==> src/table_linear_interpolator_assert.svh <==
// assertion helpers shared by the interpolator modules
`ifndef TABLE_LINEAR_INTERPOLATOR_ASSERT_SVH
`define TABLE_LINEAR_INTERPOLATOR_ASSERT_SVH

// consequent must hold in the same cycle as the antecedent
`define TLI_ASSERT_NOW(label, clk, rst, ante, cons, msg) \
   label: assert property (@(posedge clk) disable iff (rst) (ante) |-> (cons)) \
      else $error(msg);

// consequent must hold in the cycle after the antecedent
`define TLI_ASSERT_NEXT(label, clk, rst, ante, cons, msg) \
   label: assert property (@(posedge clk) disable iff (rst) (ante) |=> (cons)) \
      else $error(msg);

`endif

==> src/tli_pkg.sv <==
package tli_pkg;

   localparam int MAX_POINTS_DEF = 64;

   localparam logic [1:0] STS_OK  = 2'd0;
   localparam logic [1:0] STS_FEW = 2'd1;
   localparam logic [1:0] STS_SAT = 2'd2;

   localparam logic [5:0] MUL_LAST = 6'd3;
   localparam logic [5:0] DIV_LAST = 6'd33;

   typedef enum logic [4:0] {
      ST_IDLE, ST_CHECK, ST_ASC0, ST_ASC1, ST_HDIR, ST_HUP, ST_HUP_EV, ST_HDN,
      ST_HDN_EV, ST_BIS, ST_BIS_EV, ST_SEG, ST_RDJ, ST_RDJ1, ST_DIFF, ST_MUL,
      ST_DIVI, ST_DIV, ST_OUT, ST_FEW
   } state_type;

   typedef enum logic [4:0] {
      OP_NONE, OP_ACCEPT, OP_RD_FIRST, OP_RD_LAST, OP_START, OP_HUNT_DIR, OP_HUP,
      OP_HUP_EV, OP_HDN, OP_HDN_EV, OP_BIS, OP_BIS_EV, OP_SEG, OP_RD_J, OP_RD_J1,
      OP_DIFF, OP_MUL, OP_DIV_INIT, OP_DIV, OP_OUT, OP_OUT_FEW
   } op_type;

   typedef struct packed {
      op_type op;
   } cmd_type;

   typedef struct packed {
      logic n_small;
      logic hunt_ok;
      logic above;
      logic up_end;
      logic dn_end;
      logic bis_done;
      logic zero_w;
      logic step_last;
      logic out_free;
   } sts_type;

   // floor of the fourth root, at least 1, for counts below 128
   function automatic logic [1:0] window_f(input logic [6:0] n);
      logic [1:0] r;
      if (n >= 7'd81) begin
         r = 2'd3;
      end else if (n >= 7'd16) begin
         r = 2'd2;
      end else begin
         r = 2'd1;
      end
      return r;
   endfunction

endpackage

==> src/tli_ctrl.sv <==
module tli_ctrl
   import tli_pkg::*;
(
   input  logic    clock,
   input  logic    reset,
   input  logic    req_valid,
   input  logic    req_mode,
   output logic    req_stall,
   input  sts_type sts,
   output cmd_type cmd
);

`include "table_linear_interpolator_assert.svh"

   state_type state_ff, state_in;

   always_ff @(posedge clock) begin
      if (reset) begin
         state_ff <= ST_IDLE;
      end else begin
         state_ff <= state_in;
      end
   end

   always_comb begin
      state_in = state_ff;
      unique case (state_ff)
         ST_IDLE:   if (req_valid && req_mode) state_in = ST_CHECK;
         ST_CHECK:  state_in = sts.n_small ? ST_FEW : ST_ASC0;
         ST_ASC0:   state_in = ST_ASC1;
         ST_ASC1:   state_in = sts.hunt_ok ? ST_HDIR : ST_BIS;
         ST_HDIR:   state_in = sts.above ? ST_HUP : ST_HDN;
         ST_HUP:    state_in = sts.up_end ? ST_BIS : ST_HUP_EV;
         ST_HUP_EV: state_in = sts.above ? ST_HUP : ST_BIS;
         ST_HDN:    state_in = sts.dn_end ? ST_BIS : ST_HDN_EV;
         ST_HDN_EV: state_in = sts.above ? ST_BIS : ST_HDN;
         ST_BIS:    state_in = sts.bis_done ? ST_SEG : ST_BIS_EV;
         ST_BIS_EV: state_in = ST_BIS;
         ST_SEG:    state_in = ST_RDJ;
         ST_RDJ:    state_in = ST_RDJ1;
         ST_RDJ1:   state_in = ST_DIFF;
         ST_DIFF:   state_in = sts.zero_w ? ST_OUT : ST_MUL;
         ST_MUL:    state_in = sts.step_last ? ST_DIVI : ST_MUL;
         ST_DIVI:   state_in = ST_DIV;
         ST_DIV:    state_in = sts.step_last ? ST_OUT : ST_DIV;
         ST_OUT:    if (sts.out_free) state_in = ST_IDLE;
         ST_FEW:    if (sts.out_free) state_in = ST_IDLE;
         default:   state_in = ST_IDLE;
      endcase
   end

   always_comb begin
      req_stall = (state_ff != ST_IDLE);
      cmd.op = OP_NONE;
      unique case (state_ff)
         ST_IDLE:   cmd.op = req_valid ? OP_ACCEPT : OP_NONE;
         ST_CHECK:  cmd.op = OP_RD_FIRST;
         ST_ASC0:   cmd.op = OP_RD_LAST;
         ST_ASC1:   cmd.op = OP_START;
         ST_HDIR:   cmd.op = OP_HUNT_DIR;
         ST_HUP:    cmd.op = OP_HUP;
         ST_HUP_EV: cmd.op = OP_HUP_EV;
         ST_HDN:    cmd.op = OP_HDN;
         ST_HDN_EV: cmd.op = OP_HDN_EV;
         ST_BIS:    cmd.op = OP_BIS;
         ST_BIS_EV: cmd.op = OP_BIS_EV;
         ST_SEG:    cmd.op = OP_SEG;
         ST_RDJ:    cmd.op = OP_RD_J;
         ST_RDJ1:   cmd.op = OP_RD_J1;
         ST_DIFF:   cmd.op = OP_DIFF;
         ST_MUL:    cmd.op = OP_MUL;
         ST_DIVI:   cmd.op = OP_DIV_INIT;
         ST_DIV:    cmd.op = OP_DIV;
         ST_OUT:    cmd.op = OP_OUT;
         ST_FEW:    cmd.op = OP_OUT_FEW;
         default:   cmd.op = OP_NONE;
      endcase
   end

   `TLI_ASSERT_NEXT(a_out_done, clock, reset, (state_ff == ST_OUT) && sts.out_free,
      state_ff == ST_IDLE, "result transfer did not return to idle")
   `TLI_ASSERT_NOW(a_busy_stall, clock, reset, state_ff != ST_IDLE && req_valid,
      cmd.op != OP_ACCEPT, "item taken while a query is in progress")

endmodule

==> config.mk <==
export PLATFORM = sky130hd
export DESIGN_NAME = tli_ctrl
export DESIGN_NICKNAME = d
export VERILOG_FILES = /design/src/tli_pkg.sv /design/src/tli_ctrl.sv
export VERILOG_INCLUDE_DIRS = /design/src /design/src/src
export SDC_FILE = /design/constraint.sdc
export NUM_CORES = 1
export LEC_CHECK = 0
export BUFFER_PORTS_ARGS = -buffer_cell sky130_fd_sc_hd__buf_2
export CORE_MARGIN = 10
export CORE_UTILIZATION = 50
export CTS_BUF_LIST = sky130_fd_sc_hd__clkbuf_8
export DETAILED_ROUTE_END_ITERATION = 6
export GPL_ROUTABILITY_DRIVEN = 0
export PLACE_DENSITY = 0.82
export SLEW_MARGIN = 20
export SYNTH_ARGS = -nofsm -noshare
export SYNTH_HDL_FRONTEND = slang
export SYNTH_SLANG_ARGS = --single-unit
==> constraint.sdc <==
create_clock -name clock -period 1.8 [get_ports clock]
set_input_delay 0.36 -clock clock [delete_from_list [all_inputs] [get_ports clock]]
set_output_delay 0.36 -clock clock [all_outputs]
set_load 0.02 [all_outputs]
==> results.sh <==
export IMPL_n_antenna_cell=0
export IMPL_grt_max_degree=17
export IMPL_dp_hpwl_um=1420
export IMPL_grt_use_total=0.120
export IMPL_largest_reg_flops=5
export IMPL_clkPwrFrac=0.162
export IMPL_fin_crit_sh=0.982
export IMPL_insertion_delay_ps=220
export IMPL_dr_first_iter_drc_count=38
export IMPL_hold_path_class="input pin to flip-flop"
export IMPL_drive_gt1_frac=0.405
export IMPL_post_synth_top_area_fraction=0.152
export IMPL_yosysSeqAreaShare=0.152
export IMPL_cts_made_buffers=3
export IMPL_maxSlewHeadroom=0.718
export IMPL_ir_drop_uv=638
export IMPL_wirelength_um=1920
export IMPL_synth_nets=105
export IMPL_maxSlewViolCount=0
export IMPL_first_pass_iters=4
export IMPL_avgSynthCellArea_um2=7.14
export IMPL_switching_power_uw=590
export IMPL_fmax_mhz=565
export IMPL_postCtsHoldBufs=0
export IMPL_crit_arrival_ps=1410
export IMPL_setup_violations=0
export IMPL_end_kind="primary output"
export IMPL_largest_register="state_ff"
export IMPL_status="finished clean"
export IMPL_layout_nets=125
export IMPL_ys_warn_count=0
export IMPL_synth_cell_types=40
export IMPL_power_frac_comb=0.654
export IMPL_worst_r2r_setup_slack_ps=270
export IMPL_initial_core_util=0.518
export IMPL_drc=0
export IMPL_powerDensity_mw_per_mm2=1540
export IMPL_antenna_found_initial=0
export IMPL_die_area_mm2=0.00316
export IMPL_die_width_um=56.2
export IMPL_synthTopCellsByCount="nor2_1 (9), a21oi_1 (8), buf_2 (6)"
export IMPL_rsz0062_at_grt="true"
export IMPL_switching_share=0.466
export IMPL_power_mw=1.27
export IMPL_seqPwrFrac=0.184
export IMPL_ys_flop_type="dfxtp_1"
export IMPL_ys_async_sr_fraction=0
export IMPL_hold_violations=0
export IMPL_io_buffers=18
export IMPL_p_leak_nw=0.340
export IMPL_grt_ovfl_total=0
export IMPL_cap_violations=0
export IMPL_setup_tns_ps=0
export IMPL_htree_levels=1
export IMPL_netlist_area_um2=657
export IMPL_critPathKind="flip-flop to primary output"
export IMPL_dieHeight_um=56.2
export IMPL_cp_required_ps=1440
export IMPL_synth_edf_count=0
export IMPL_clk_pin_slew_ps=40
export IMPL_core_mm2=0.00127
export IMPL_via_per_inst=6.10
export IMPL_wl_per_cell_um=15.2
export IMPL_cts_path_max_buffers=2
export IMPL_synth_area_leaders="dfxtp_1 (15%), a21oi_1 (6.1%), nor2_1 (5.1%)"
export IMPL_ant_nets=0
export IMPL_synth_seq_cells=5
export IMPL_top_regs="state_ff (5)"
export IMPL_grt_pass1_vias=701
export IMPL_syn_to_final_growth_pct=25.0
export IMPL_grt_pass1_wl_um=3190
export IMPL_num_vias=769
export IMPL_worst_setup_path_start_kind="flip-flop"
export IMPL_crit_fanout=4
export IMPL_cts_root_buf="clkbuf_8"
export IMPL_p_int_uw=677
export IMPL_rows=13
export IMPL_rr_worst_depth=6
export IMPL_whs_ps=354
export IMPL_syn_inst=92
export IMPL_period_needed_ps=1770
export IMPL_cts_sinks=5
export IMPL_yosysTopAreaCell="dfxtp_1"
export IMPL_holdPathStages=2
export IMPL_skew_ps=1.42
export IMPL_yosysMostFrequentCell="nor2_1"
export IMPL_ios=19
export IMPL_cts_tree="built"
export IMPL_worst_pin_slew_ps=417
-- critical path: stages (launching register included) --
cell and delay (ps):
dfxtp_1 330, or3_4 410, or2_2 290, buf_2 160
-- cell usage in the layout (no fill, tap or decap), types with 4 or more instances in the layout --
cell type / n
buf_2: 18
nor2_1: 9
a21oi_1: 8
buf_4: 6
nand3_1: 5
nand2_1: 5
nor2b_1: 4
nand2b_1: 4
o21ai_0: 4
dfxtp_2: 4
-- what timing repair did --
action	in CTS	in global routing
resized for setup	1	6
setup buffers	0	0
endpoints found under the setup margin	1	5
-- per-stage QoR --
| stage | setup slack, ps | std cells | area [µm²] | util |
|---|---|---|---|---|
| 2_1_floorplan | 148 | 92 | 662 | - |
| 3_3_place_gp | 235 | 122 | 758 | 0.598 |
| 3_5_place_dp | 234 | 122 | 758 | 0.598 |
| 4_1_cts | 20.6 | 126 | 806 | 0.635 |
| 5_1_grt | -4.50 | 126 | 821 | 0.647 |
| 6_report | 31.5 | 126 | 821 | 0.647 |
-- kinds of logic (layout without fill, tap and decap cells) --
family | count (synthesis) | after routing | share of synthesized area
mux | 1 | 1 | 0.0171
flops | 5 | 5 | 0.152
xor+xnor | 2 | 2 | 0.0267
buf+inv | 11 | 30 | 0.105
simple gates | 44 | 44 | 0.379
compound gates | 29 | 29 | 0.320
-- worst paths after layout --
| kind | startpoint | to |
|---|---|---|
| setup / recovery | state_ff[2]$_SDFFE_PP0P_ | req_stall |
| hold / removal | reset | state_ff[1]$_SDFFE_PP0P_ |
| setup reg to reg | state_ff[0]$_SDFFE_PP0P_ | state_ff[2]$_SDFFE_PP0P_ |
| hold reg to reg | state_ff[0]$_SDFFE_PP0P_ | state_ff[0]$_SDFFE_PP0P_ |
-- power groups by stage --
stage               clock network (mW)  registers, mW  logic [mW]
floorplan                            0          0.163       0.688
global placement                     0          0.217       0.793
detailed placement                   0          0.220       0.811
CTS                              0.205          0.220       0.820
global route                     0.218          0.246       0.911
finish                           0.205          0.233       0.829
-- routing by layer --
layer / global-route usage / part of all wire / vias up
met5: 0 / 0 / -
met4: 0.0515 / 0.023 / 0
met3: 0.0320 / 0.067 / 7
met2: 0.197 / 0.51 / 35
met1: 0.141 / 0.40 / 353
li1: - / - / 374
-- final cells by class --
| cell class | instances | area (µm²) |
|---|---|---|
| multi-input combinational | 76 | 502 |
| fill | 110 | 448 |
| timing repair buffer | 25 | 146 |
| sequential | 5 | 105 |
| clock buffer | 3 | 41.3 |
| tap | 15 | 18.8 |
| clock inverter | 1 | 3.75 |
| inverter | 1 | 3.75 |
(Power assumes the default switching activity.)
